===== src/hdl/pif_pkg.sv =====
// Shared widths, codes and control types of the polyphase interpolation FIR.
`timescale 1ns / 1ps

package pif_pkg;

	localparam int SAMPLE_W       = 16;
	localparam int COEF_W         = 18;
	localparam int IDX_W          = 5;
	localparam int CFG_W          = 4;
	localparam int PHASE_W        = 3;
	localparam int FRAC_SHIFT     = 16;
	localparam int SAMPLE_MAX     = 32767;
	localparam int SAMPLE_MIN     = -32768;

	// sample bits consumed by the multiplier per cycle
	localparam int DIGIT_W        = 4;
	localparam int N_DIGITS       = SAMPLE_W / DIGIT_W;

	localparam int TAPS_DEF       = 31;
	localparam int MAX_FACTOR_DEF = 8;

	localparam logic MODE_COEF    = 1'b0;
	localparam logic MODE_SAMPLE  = 1'b1;

	typedef struct packed {
		logic clr;
		logic load;
		logic step;
	} mac_ctrl_t;

endpackage


===== src/hdl/pif_ram.sv =====
// Generic single-port-write RAM with one registered read port.
`timescale 1ns / 1ps

module pif_ram #(
	parameter int WIDTH = 16,
	parameter int DEPTH = 31
) (
	input  logic                     clk,
	input  logic                     we,
	input  logic [$clog2(DEPTH)-1:0] waddr,
	input  logic [WIDTH-1:0]         wdata,
	input  logic [$clog2(DEPTH)-1:0] raddr,
	output logic [WIDTH-1:0]         rdata
);

	logic [WIDTH-1:0] mem_q [DEPTH];
	logic [WIDTH-1:0] rdata_q;

	always_ff @(posedge clk) begin
		if (we) begin
			mem_q[waddr] <= wdata;
		end
		rdata_q <= mem_q[raddr];
	end

	assign rdata = rdata_q;

endmodule


===== src/hdl/pif_mac.sv =====
// Digit-serial multiply-accumulate with round-half-up scaling and saturation.
`timescale 1ns / 1ps

module pif_mac #(
	parameter int TAPS = pif_pkg::TAPS_DEF
) (
	input  logic                                clk,
	input  logic                                arst_n,
	input  pif_pkg::mac_ctrl_t                  ctrl,
	input  logic signed [pif_pkg::COEF_W-1:0]   coef,
	input  logic signed [pif_pkg::SAMPLE_W-1:0] sample,
	output logic                                last_digit,
	output logic signed [pif_pkg::SAMPLE_W-1:0] result
);

	import pif_pkg::*;

	localparam int ACC_W = COEF_W + SAMPLE_W + $clog2(TAPS + 1);
	localparam int DGW   = (N_DIGITS > 1) ? $clog2(N_DIGITS) : 1;
	localparam int SHW   = $clog2(DIGIT_W * N_DIGITS);
	localparam int PRW   = COEF_W + DIGIT_W + 1;
	localparam int RW    = ACC_W + 1;
	localparam int QW    = RW - FRAC_SHIFT;
	localparam int ROUND_HALF = 1 << (FRAC_SHIFT - 1);
	localparam logic signed [QW-1:0] QMAX = QW'(SAMPLE_MAX);
	localparam logic signed [QW-1:0] QMIN = QW'(SAMPLE_MIN);

	logic signed [COEF_W-1:0] coef_q;
	logic        [SAMPLE_W-1:0] samp_sr_q;
	logic        [DGW-1:0]    dig_q;
	logic signed [ACC_W-1:0]  acc_q;

	logic                     top_digit;
	logic signed [DIGIT_W:0]  digit;
	logic signed [PRW-1:0]    prod;
	logic signed [ACC_W-1:0]  prod_ext;
	logic        [SHW-1:0]    shamt;
	logic signed [RW-1:0]     rnd;
	logic signed [QW-1:0]     q;

	assign top_digit  = (dig_q == DGW'(N_DIGITS - 1));
	assign last_digit = top_digit;

	// only the most significant digit carries the sign
	assign digit = top_digit
		? $signed({samp_sr_q[DIGIT_W-1], samp_sr_q[DIGIT_W-1:0]})
		: $signed({1'b0, samp_sr_q[DIGIT_W-1:0]});
	assign prod     = coef_q * digit;
	assign prod_ext = ACC_W'(prod);
	assign shamt    = SHW'(dig_q) * SHW'(DIGIT_W);

	always_ff @(posedge clk or negedge arst_n) begin
		if (!arst_n) begin
			dig_q <= '0;
			acc_q <= '0;
		end else begin
			if (ctrl.clr) begin
				acc_q <= '0;
			end else if (ctrl.step) begin
				acc_q <= acc_q + (prod_ext <<< shamt);
			end
			if (ctrl.load) begin
				dig_q <= '0;
			end else if (ctrl.step) begin
				dig_q <= dig_q + 1'b1;
			end
		end
	end

	always_ff @(posedge clk) begin
		if (ctrl.load) begin
			coef_q    <= coef;
			samp_sr_q <= sample;
		end else if (ctrl.step) begin
			samp_sr_q <= samp_sr_q >> DIGIT_W;
		end
	end

	// Q8.31 back to Q1.15: add half, floor, then clamp
	assign rnd = $signed({acc_q[ACC_W-1], acc_q}) + $signed(RW'(ROUND_HALF));
	assign q   = $signed(rnd[RW-1:FRAC_SHIFT]);

	always_comb begin
		priority if (q > QMAX) begin
			result = SAMPLE_W'(SAMPLE_MAX);
		end else if (q < QMIN) begin
			result = SAMPLE_W'(SAMPLE_MIN);
		end else begin
			result = q[SAMPLE_W-1:0];
		end
	end

endmodule


===== src/hdl/polyphase_interpolation_fir_unit.sv =====
// Top level of the polyphase FIR interpolator: sequencer, stores and output register.
//
//  channel | direction | handshake                 | payload
//  --------+-----------+---------------------------+----------------------------------------
//  in      | input     | in_valid / in_ready       | mode, in_sample, coef_index, coef_value
//  out     | output    | out_valid / out_ready     | out_sample, phase, last
//  cfg     | input     | cfg_we (no wait)          | cfg_data = upsample_factor
//
// A coefficient word is taken while the sequencer stays idle. For a sample word, each tap
// costs a RAM read, a load and one step per digit (N_DIGITS = 4) of the single shared
// digit-serial multiply-accumulate, each phase one check and one write of the output
// register. Reset clears the valid bits of both stores at once, with no clearing pass.
// A stalled output holds the sequencer in its emit step.
`timescale 1ns / 1ps

module polyphase_interpolation_fir_unit #(
	parameter int TAPS       = pif_pkg::TAPS_DEF,
	parameter int MAX_FACTOR = pif_pkg::MAX_FACTOR_DEF
) (
	input  logic                                clk,
	input  logic                                arst_n,
	input  logic                                cfg_we,
	input  logic [pif_pkg::CFG_W-1:0]           cfg_data,
	input  logic                                in_valid,
	output logic                                in_ready,
	input  logic                                mode,
	input  logic signed [pif_pkg::SAMPLE_W-1:0] in_sample,
	input  logic [pif_pkg::IDX_W-1:0]           coef_index,
	input  logic signed [pif_pkg::COEF_W-1:0]   coef_value,
	output logic                                out_valid,
	input  logic                                out_ready,
	output logic signed [pif_pkg::SAMPLE_W-1:0] out_sample,
	output logic [pif_pkg::PHASE_W-1:0]         phase,
	output logic                                last
);

	import pif_pkg::*;

	localparam int AW  = $clog2(TAPS);
	localparam int IW  = ((AW > IDX_W) ? AW : IDX_W) + 1;
	localparam int FW  = $clog2(MAX_FACTOR + 1);
	localparam int CW  = $clog2(TAPS + MAX_FACTOR + 1);
	localparam int PW  = (FW > PHASE_W) ? FW : PHASE_W;

	typedef enum logic [4:0] {
		ST_IDLE  = 5'b00001,
		ST_ISSUE = 5'b00010,
		ST_LOAD  = 5'b00100,
		ST_MUL   = 5'b01000,
		ST_EMIT  = 5'b10000
	} state_t;

	state_t                   state_q;
	logic [CFG_W-1:0]         factor_q;
	logic [FW-1:0]            p_q;
	logic [CW-1:0]            c_q;
	logic [AW-1:0]            k_q;
	logic [AW-1:0]            wp_q;
	logic [TAPS-1:0]          dvalid_q;
	logic [TAPS-1:0]          cvalid_q;
	logic                     dvld_rd_q;
	logic                     cvld_rd_q;
	logic                     out_valid_q;
	logic signed [SAMPLE_W-1:0] out_sample_q;
	logic [PHASE_W-1:0]       phase_q;
	logic                     last_q;

	logic [FW-1:0]            f_eff;
	logic [IW-1:0]            idx_ext;
	logic                     idx_ok;
	logic [AW-1:0]            coef_waddr;
	logic [AW-1:0]            wp_n;
	logic [AW-1:0]            coef_raddr;
	logic [AW:0]              dsub;
	logic [AW-1:0]            delay_raddr;
	logic                     tap_left;
	logic                     last_ph;
	logic                     out_free;
	logic                     take;
	logic [FW-1:0]            p_inc;
	logic [PW-1:0]            p_ext;
	logic [COEF_W-1:0]        coef_rdata;
	logic [SAMPLE_W-1:0]      delay_rdata;
	mac_ctrl_t                mac_ctrl;
	logic signed [COEF_W-1:0] mac_coef;
	logic signed [SAMPLE_W-1:0] mac_sample;
	logic                     mac_last;
	logic signed [SAMPLE_W-1:0] mac_result;

	// factor zero acts as one, above the limit as the limit
	always_comb begin
		priority if (factor_q == '0) begin
			f_eff = FW'(1);
		end else if ({1'b0, factor_q} > (CFG_W + 1)'(MAX_FACTOR)) begin
			f_eff = FW'(MAX_FACTOR);
		end else begin
			f_eff = FW'(factor_q);
		end
	end

	assign in_ready   = (state_q == ST_IDLE);
	assign take       = in_valid && in_ready;
	assign idx_ext    = IW'(coef_index);
	assign idx_ok     = idx_ext < IW'(TAPS);
	assign coef_waddr = idx_ext[AW-1:0];
	assign wp_n       = (wp_q == AW'(TAPS - 1)) ? '0 : wp_q + 1'b1;

	// delay_line[k] lives k places behind the newest entry, modulo TAPS
	assign coef_raddr  = c_q[AW-1:0];
	assign dsub        = (wp_q >= k_q) ? ((AW + 1)'(wp_q) - (AW + 1)'(k_q))
		: ((AW + 1)'(wp_q) + (AW + 1)'(TAPS) - (AW + 1)'(k_q));
	assign delay_raddr = dsub[AW-1:0];

	assign tap_left = c_q < CW'(TAPS);
	assign p_inc    = p_q + FW'(1);
	assign last_ph  = (p_inc == f_eff);
	assign out_free = !out_valid_q || out_ready;
	assign p_ext    = PW'(p_q);

	pif_ram #(
		.WIDTH(COEF_W),
		.DEPTH(TAPS)
	) u_coef_ram (
		.clk   (clk),
		.we    (take && (mode == MODE_COEF) && idx_ok),
		.waddr (coef_waddr),
		.wdata (coef_value),
		.raddr (coef_raddr),
		.rdata (coef_rdata)
	);

	pif_ram #(
		.WIDTH(SAMPLE_W),
		.DEPTH(TAPS)
	) u_delay_ram (
		.clk   (clk),
		.we    (take && (mode == MODE_SAMPLE)),
		.waddr (wp_n),
		.wdata (in_sample),
		.raddr (delay_raddr),
		.rdata (delay_rdata)
	);

	// never-written entries read as zero
	assign mac_coef   = cvld_rd_q ? $signed(coef_rdata) : '0;
	assign mac_sample = dvld_rd_q ? $signed(delay_rdata) : '0;

	always_comb begin
		mac_ctrl.clr  = (state_q == ST_IDLE) || ((state_q == ST_EMIT) && out_free);
		mac_ctrl.load = (state_q == ST_LOAD);
		mac_ctrl.step = (state_q == ST_MUL);
	end

	pif_mac #(
		.TAPS(TAPS)
	) u_mac (
		.clk        (clk),
		.arst_n     (arst_n),
		.ctrl       (mac_ctrl),
		.coef       (mac_coef),
		.sample     (mac_sample),
		.last_digit (mac_last),
		.result     (mac_result)
	);

	always_ff @(posedge clk or negedge arst_n) begin
		if (!arst_n) begin
			state_q     <= ST_IDLE;
			factor_q    <= CFG_W'(1);
			p_q         <= '0;
			c_q         <= '0;
			k_q         <= '0;
			wp_q        <= '0;
			dvalid_q    <= '0;
			cvalid_q    <= '0;
			out_valid_q <= 1'b0;
		end else begin
			if (cfg_we) begin
				factor_q <= cfg_data;
			end
			if ((state_q == ST_EMIT) && out_free) begin
				out_valid_q <= 1'b1;
			end else if (out_valid_q && out_ready) begin
				out_valid_q <= 1'b0;
			end
			unique case (state_q)
				ST_IDLE: begin
					if (in_valid) begin
						if (mode == MODE_SAMPLE) begin
							wp_q           <= wp_n;
							dvalid_q[wp_n] <= 1'b1;
							p_q            <= '0;
							c_q            <= '0;
							k_q            <= '0;
							state_q        <= ST_ISSUE;
						end else if (idx_ok) begin
							cvalid_q[coef_waddr] <= 1'b1;
						end
					end
				end
				ST_ISSUE: begin
					state_q <= tap_left ? ST_LOAD : ST_EMIT;
				end
				ST_LOAD: begin
					state_q <= ST_MUL;
				end
				ST_MUL: begin
					if (mac_last) begin
						c_q     <= c_q + CW'(f_eff);
						k_q     <= k_q + 1'b1;
						state_q <= ST_ISSUE;
					end
				end
				ST_EMIT: begin
					// hold until the output register is free
					if (out_free) begin
						if (last_ph) begin
							state_q <= ST_IDLE;
						end else begin
							p_q     <= p_inc;
							c_q     <= CW'(p_inc);
							k_q     <= '0;
							state_q <= ST_ISSUE;
						end
					end
				end
				default: begin
					state_q <= ST_IDLE;
				end
			endcase
		end
	end

	always_ff @(posedge clk) begin
		cvld_rd_q <= cvalid_q[coef_raddr];
		dvld_rd_q <= dvalid_q[delay_raddr];
		if ((state_q == ST_EMIT) && out_free) begin
			out_sample_q <= mac_result;
			phase_q      <= p_ext[PHASE_W-1:0];
			last_q       <= last_ph;
		end
	end

	assign out_valid  = out_valid_q;
	assign out_sample = out_sample_q;
	assign phase      = phase_q;
	assign last       = last_q;

endmodule


===== config.mk =====
export PLATFORM = sky130hd
export DESIGN_NAME = polyphase_interpolation_fir_unit
export DESIGN_NICKNAME = d
export VERILOG_FILES = /design/src/hdl/pif_pkg.sv /design/src/hdl/pif_ram.sv /design/src/hdl/pif_mac.sv /design/src/hdl/polyphase_interpolation_fir_unit.sv
export SDC_FILE = /design/constraint.sdc
export NUM_CORES = 2
export LEC_CHECK = 0
export ABC_AREA = 1
export BUFFER_PORTS_ARGS = -buffer_cell sky130_fd_sc_hd__clkbuf_2
export CAP_MARGIN = 20
export CORE_ASPECT_RATIO = 0.9
export CORE_MARGIN = 8
export CORE_UTILIZATION = 30
export CTS_CLUSTER_DIAMETER = 150
export DETAILED_ROUTE_END_ITERATION = 10
export PLACE_DENSITY_LB_ADDON = 0.12
export SYNTH_ARGS = -nofsm -noshare
export SYNTH_HDL_FRONTEND = slang
export SYNTH_HIERARCHICAL = 1
export SYNTH_SLANG_ARGS = --single-unit

===== constraint.sdc =====
create_clock -name clk -period 5.4 [get_ports clk]
set_input_delay 0.27 -clock clk [delete_from_list [all_inputs] [get_ports clk]]
set_output_delay 0.27 -clock clk [all_outputs]
set_load 0.005 [all_outputs]

**Yosys cells after proc, flatten, opt, wreduce, memory -nomap -nowiden**

Memory sizes are Yosys's and may differ from the RTL's. A register that Yosys moved wholly into a read port is not among the register bits.
Index checks and enable logic that the tools add are counted.

- Bits in writable memories: 1054
- Bits of input ports: 49
- Logic and storage cells: 133
- Output and inout bits: 22
- Register bits after elaboration: 189
- Memories: 2

- Reductions and logical operators: 22
- Multiply operators: 1
- Shift-type cells: 1
- Bitwise logic cells: 3
- Muxes and demuxes: 51
- Eq/ne operators: 13
- $add $sub $neg: 10
- $lt $le $gt $ge: 12

Memory list:

| name | depth | width | read ports | clocked after Yosys merged registers in | write ports | RTL line | text |
|---|---|---|---|---|---|---|---|
| u_coef_ram.mem_q | 31 | 18 | 1 | 1 | 1 | pif_ram.sv:16 | `logic [WIDTH-1:0] mem_q [DEPTH];` |
| u_delay_ram.mem_q | 31 | 16 | 1 | 1 | 1 | pif_ram.sv:16 |  |

Operator list:

| kind | count |
|---|---|
| 2-to-1 mux 39 bit | 2 |
| 2-to-1 mux 5 bit | 13 |
| 2-to-1 mux 16 bit | 4 |
| OR 31 bit | 2 |
| adder 39 x 17 -> 40 bit (second input constant) | 1 |
| adder 39 bit | 1 |
| <<< shifter 23 x 4 -> 39 bit | 1 |
| 2-to-1 mux 6 bit | 5 |
| case mux 5 bit (5 select lines) | 1 |
| > comparator 24 x 16 -> 1 bit (second input constant) | 1 |
| less-than comparator 24 x 16 -> 1 bit (second input constant) | 1 |
| less-than comparator 5 x 6 -> 1 bit (second input constant) | 4 |
| 2-to-1 mux 4 bit | 6 |
| multiplier 18 x 5 -> 23 bit | 1 |
| case mux 6 bit (3 select lines) | 1 |
| case mux 5 bit (3 select lines) | 1 |
| adder 5 x 1 -> 5 bit (second input constant) | 2 |
| binary-select mux 1 bit (select 5 bit) | 2 |
| demux 1 bit (select 5 bit) | 2 |
| == test 5 bit (second input constant) | 2 |
| >= comparator 5 x 1 -> 1 bit (second input constant) | 2 |
| 2-to-1 mux 1 bit | 10 |
| subtractor 5 bit | 2 |
| logical AND 1 bit | 8 |
| other kinds (28) | 38 |

**Logic depth before layout (Yosys ltp)**

- Word-level depth: 7
- Gate-level depth with buffers: 37
- Depth with buffers taken out: 36

**By module**

The synthesis kept the hierarchy.

By module, submodules not included:

| module | sequential area each (µm²) | cells each | area each (µm²) | instances |
|---|---|---|---|---|
| pif_ram at u_coef_ram | 17116.4 | 1925 | 22948.3 | 1 |
| pif_ram at u_delay_ram | 15214.6 | 1725 | 20523.4 | 1 |
| pif_mac | 2047.0 | 1637 | 10369.9 | 1 |
| polyphase_interpolation_fir_unit | 2945.3 | 723 | 6024.5 | 1 |

**Least setup slack after synthesis**

Ideal clock, no wire load.

- Path kind: reg2reg
- From: reg u_mac.dig_q[0]
- To: reg u_mac.acc_q[38]
- Data required time: 5282 ps
- Clock period less this slack: 5792 ps
- Path buffers: 1
- Cell stages (with the launch flop): 33
- Library setup time: 118 ps
- Setup slack: -392 ps
- Data arrival time: 5674 ps
- Cells stage by stage: dfrtp_1 ha_1 nand2_1 clkbuf_1 nor2_1 fa_1 inv_1 fa_1 fa_1 inv_1 ha_1 a21oi_1 and2_1 nand2_1 nand2_1 nand3_1 nand2_1 nand2_1 nor2_1 inv_1 nand2_1 inv_1 ha_1 nand2_1 nor2_1 nand2_1 nor2_1 nand4_1 nor2_1 nand3b_1 nand3_1 nand3_1 nand2_1

- Cells in the longest elaborated chain, start to end: 7

RTL lines:

| what | RTL line | text |
|---|---|---|
| from (decl) | pif_mac.sv:30 | `logic [DGW-1:0] dig_q;` |
| from (signal assigned) | pif_mac.sv:65 | `dig_q <= dig_q + 1'b1;` |
| == test 2 bit | pif_mac.sv:41 | `assign top_digit = (dig_q == DGW'(N_DIGITS - 1));` |
| net mac_last | polyphase_interpolation_fir_unit.sv:87 | `logic mac_last;` |
| 2-to-1 mux 5 bit | pif_mac.sv:46 | `? $signed({samp_sr_q[DIGIT_W-1], samp_sr_q[DIGIT_W-1:0]})` |
| multiplier 18 x 5 -> 23 bit | pif_mac.sv:48 | `assign prod = coef_q * digit;` |
| <<< shifter 23 x 4 -> 39 bit | pif_mac.sv:60 | `acc_q <= acc_q + (prod_ext <<< shamt);` |
| adder 39 bit | pif_mac.sv:60 |  |
| 2-to-1 mux 39 bit | pif_mac.sv:59 | `end else if (ctrl.step) begin` |
| 2-to-1 mux 39 bit | pif_mac.sv:57 | `if (ctrl.clr) begin` |
| to (signal assigned) | pif_mac.sv:60 |  |
| to (decl) | pif_mac.sv:31 | `logic signed [ACC_W-1:0] acc_q;` |

The timed path passes the listed nets, and every way through them passes these cells. The select of a mux whose other input is x is not followed.
A chain may end at the register's enable or synchronous reset.

**Worst setup path after layout**

Ends and elaborated chain as after synthesis.

==> flow_metrics.env <==
export IMPL_hpwl_um=111100
export IMPL_critPathMaxStageDelay_ns=0.52
export IMPL_die_x_um=486.9
export IMPL_synth_top_area_frac=0.5558
export IMPL_postRouteAntennaNets=0
export IMPL_critical_path_peak_fanout=6
export IMPL_cts_buffer_depth=3
export IMPL_grt_usage=0.1658
export IMPL_dp_cells=8858
export IMPL_path_clk_slew_ns=0.06
export IMPL_overflow=0
export IMPL_nets=6611
export IMPL_drt_wl_total_um=181400
export IMPL_setup_viol=20
export IMPL_maxCapViolCount=0
export IMPL_fillers=19949
export IMPL_worstPathRequired_ns=6.08
export IMPL_critPathKind="flip-flop to flip-flop"
export IMPL_mostFrequentLayoutCells="nand2_1 (1962), edfxtp_1 (1108), nand3_1 (997), inv_1 (431), buf_4 (388)"
export IMPL_finClkSkew_ns=0.03310
export IMPL_place_congestion=0.8638
export IMPL_cts_sinks=1277
export IMPL_routedWlPerCell_um=19.73
export IMPL_powerDensity_nw_per_um2=523.0
export IMPL_synth_fp_nets=6215
export IMPL_dieArea_um2=214100
export IMPL_synth_area_top_cells="edfxtp_1 (56%), nand2_1 (13%), nand3_1 (8.4%)"
export IMPL_worst_slack_ns=-0.2245
export IMPL_synth_edff_count=1108
export IMPL_cts_tree="yes"
export IMPL_ir_worst_vdd_uv=454.7
export IMPL_cp_common_cell="buf_4"
export IMPL_rows=155
export IMPL_ys_seq_elements=1277
export IMPL_start_util=0.3018
export IMPL_cp_arrival_ns=6.30
export IMPL_core_area_um2=198400
export IMPL_grt_max_degree=128
export IMPL_p_leak_nw=28.90
export IMPL_syn2layout_area_growth_pct=20.49
export IMPL_violations="negative setup slack"
export IMPL_syn_area_per_cell_um2=9.961
export IMPL_hp_class="input port to asynchronous set/reset pin"
export IMPL_period_needed_ns=5.624
export IMPL_post_route_period_util=1.042
export IMPL_vias=42902
export IMPL_hold_slack_ns=0.05861
export IMPL_mostFrequentLayoutCell="nand2_1"
export IMPL_end_kind="flip-flop"
export IMPL_grt_pass1_vias=42609
export IMPL_worstMarginPinSlew_ns=1.013
export IMPL_fmax_mhz=177.8
export IMPL_crit_path_top_delay_cell="fa_1"
export IMPL_cts_htree_levels=4
export IMPL_async_reset_ff_frac=0.1042
export IMPL_synth_distinct_cells=60
export IMPL_drt_initial_drc_count=2796
export IMPL_grt_pass1_wl_um=275600
export IMPL_outcome="complete, but fails checks"
export IMPL_final_layout_size_suffix_gt1_frac=0.1681
export IMPL_final_hold_viol_count=0
export IMPL_synthCells=6010
export IMPL_antenna_found_initial=1
export IMPL_remaining_drc_errors=0
export IMPL_synth_area_leader_cell="edfxtp_1"
export IMPL_clkLatencyLatePin_ns=0.78
export IMPL_via_per_inst=4.665
export IMPL_netlist_area_um2=59870
export IMPL_ys_seq_area_frac=0.6234
export IMPL_io_buffers=70
export IMPL_cts_buffers=146
export IMPL_die_y_um=439.8
export IMPL_ys_flop_type="edfxtp_1"
export IMPL_stdcell_count=9197
export IMPL_firstDrtPassIters=5
export IMPL_yosysWarnings=6
export IMPL_max_slew_margin_rel=0.3249
export IMPL_root_buffer="clkbuf_16"
export IMPL_slew_viol_final=0
export IMPL_start_kind="flip-flop"
export IMPL_rsz0062_at_grt="yes"
export IMPL_ios=71
-- power breakdown --
part	total (mW)	internal [mW]	switching (mW)	leakage, nW
logic	16.7	5.49	11.2	14.8
clock network	9.59	5.44	4.14	2.23
registers	11.4	11.2	0.260	11.9
total	37.7	22.1	15.6	28.9
-- critical path, delay by kind of cell, from the launching register on --
kind                     cells  cell delay [ns]
flip-flops                   1             0.39
AND/OR/NAND/NOR             12             1.16
buffers and inverters       18             1.98
adder cells (fa/ha/maj)      5             2.00
-- metrics by stage --
| step | setup TNS (ns) | setup WS, ns | power (mW) | util | instance area [um^2] |
|---|---|---|---|---|---|
| 6_report | -2.397 | -0.2245 | 37.72 | 0.3636 | 72130 |
| 2_1_floorplan | 0 | 0.006819 | 21.10 | - | 59920 |
| 5_1_grt | -11.26 | -0.5326 | 40.25 | 0.3636 | 72130 |
| 3_5_place_dp | -21.03 | -0.8133 | 27.05 | 0.3295 | 65370 |
| 3_3_place_gp | -18.73 | -0.7622 | 27.08 | 0.3293 | 65330 |
| 4_1_cts | -3.019 | -0.1848 | 37.90 | 0.3611 | 71640 |
-- synth_stat cells, types with 19 or more instances --
library cell and number:
buf_1 22, dfxtp_1 36, fa_1 60, nor3_1 19, o21ai_1 23, clkbuf_1 60
buf_6 21, buf_2 110, a21oi_1 94, o21ai_0 132, nand3_1 1008, o21bai_1 36
nor2_1 323, buf_4 50, nand2_1 2031, nand4_1 22, edfxtp_1 1108, inv_1 452
dfrtp_1 131, xor2_1 29, ha_1 96
-- path summary, 6_finish.rpt --
kind | from | endpoint | slack, ns | cells after the start
worst max-delay path | u_mac/dig_q[0]$_DFFE_PN0P_ | u_mac/acc_q[38]$_DFFE_PN0P_ | -0.22 | 35
worst min-delay path | arst_n | u_mac/acc_q[37]$_DFFE_PN0P_ | 0.06 | 2
worst max register to register | u_mac/dig_q[0]$_DFFE_PN0P_ | u_mac/acc_q[38]$_DFFE_PN0P_ | -0.22 | 35
worst min register to register | dvalid_q[28]$_DFFE_PN0P_ | dvalid_q[28]$_DFFE_PN0P_ | 0.44 | 2
max in group asynchronous | arst_n | u_mac/dig_q[1]$_DFFE_PN0P_ | 3.93 | 3
min in group clk | in_valid | cvalid_q[27]$_DFFE_PN0P_ | 0.11 | 6
-- logic make-up (layout without fill, tap and decap cells) --
group / Yosys count / count (layout) / synth area share
compound gates: 336 / 336 / 0.03191
fa+ha+maj: 156 / 156 / 0.04013
flops: 1277 / 1277 / 0.6234
simple gates: 3463 / 3464 / 0.2438
xor+xnor: 40 / 40 / 0.005852
other cells: 0 / 1 / 0
buf+inv: 736 / 1252 / 0.05455
mux: 2 / 2 / 0.0003553
-- area by class of cell --
type                       instances  area (um^2)  share of cell area
antenna                            1        2.502          0.00003469
clock buffer                     195         3930             0.05448
clock inverter                    74        669.4            0.009280
inverter                         471         1797             0.02491
multi-input combinational       3998        21030              0.2915
sequential                      1277        37340              0.5176
tap                             2669         3339             0.04630
timing repair buffer             512         4030             0.05587
-- state kept, by name (all words and copies together) (netlist names) --
signal             flops
c_q                    6
cvalid_q              31
cvld_rd_q              1
dvalid_q              31
dvld_rd_q              1
factor_q               4
k_q                    5
last                   1
out_sample            16
out_valid              1
p_ext                  4
phase                  3
state_q                5
u_coef_ram/mem_q     558
u_coef_ram/rdata      18
u_delay_ram/mem_q    496
u_delay_ram/rdata     16
u_mac/acc_q           39
u_mac/coef_q          18
u_mac/dig_q            2
u_mac/samp_sr_q       16
wp_q                   5
-- layer usage --
| layer | GRT usage | part of all wire | up-vias | wire length [um] |
|---|---|---|---|---|
| met3 | 0.02125 | 0.033 | 215 | 6026 |
| met1 | 0.2401 | 0.49 | 20983 | 89170 |
| li1 | - | - | 21023 | - |
| met2 | 0.2655 | 0.46 | 681 | 82740 |
| met5 | 0 | 0 | - | 0 |
| met4 | 0.03815 | 0.019 | 0 | 3484 |
-- what timing repair did --
action | CTS | global route
gates cloned | 2 | 0
endpoints found under the hold margin | 82 | 0
hold buffers | 20 | 0
resized for setup | 290 | 106
setup buffers | 40 | 7
endpoints found under the setup margin | 32 | 34
pin swaps | 110 | 49
No activity file was read; power rests on OpenSTA's default activity.
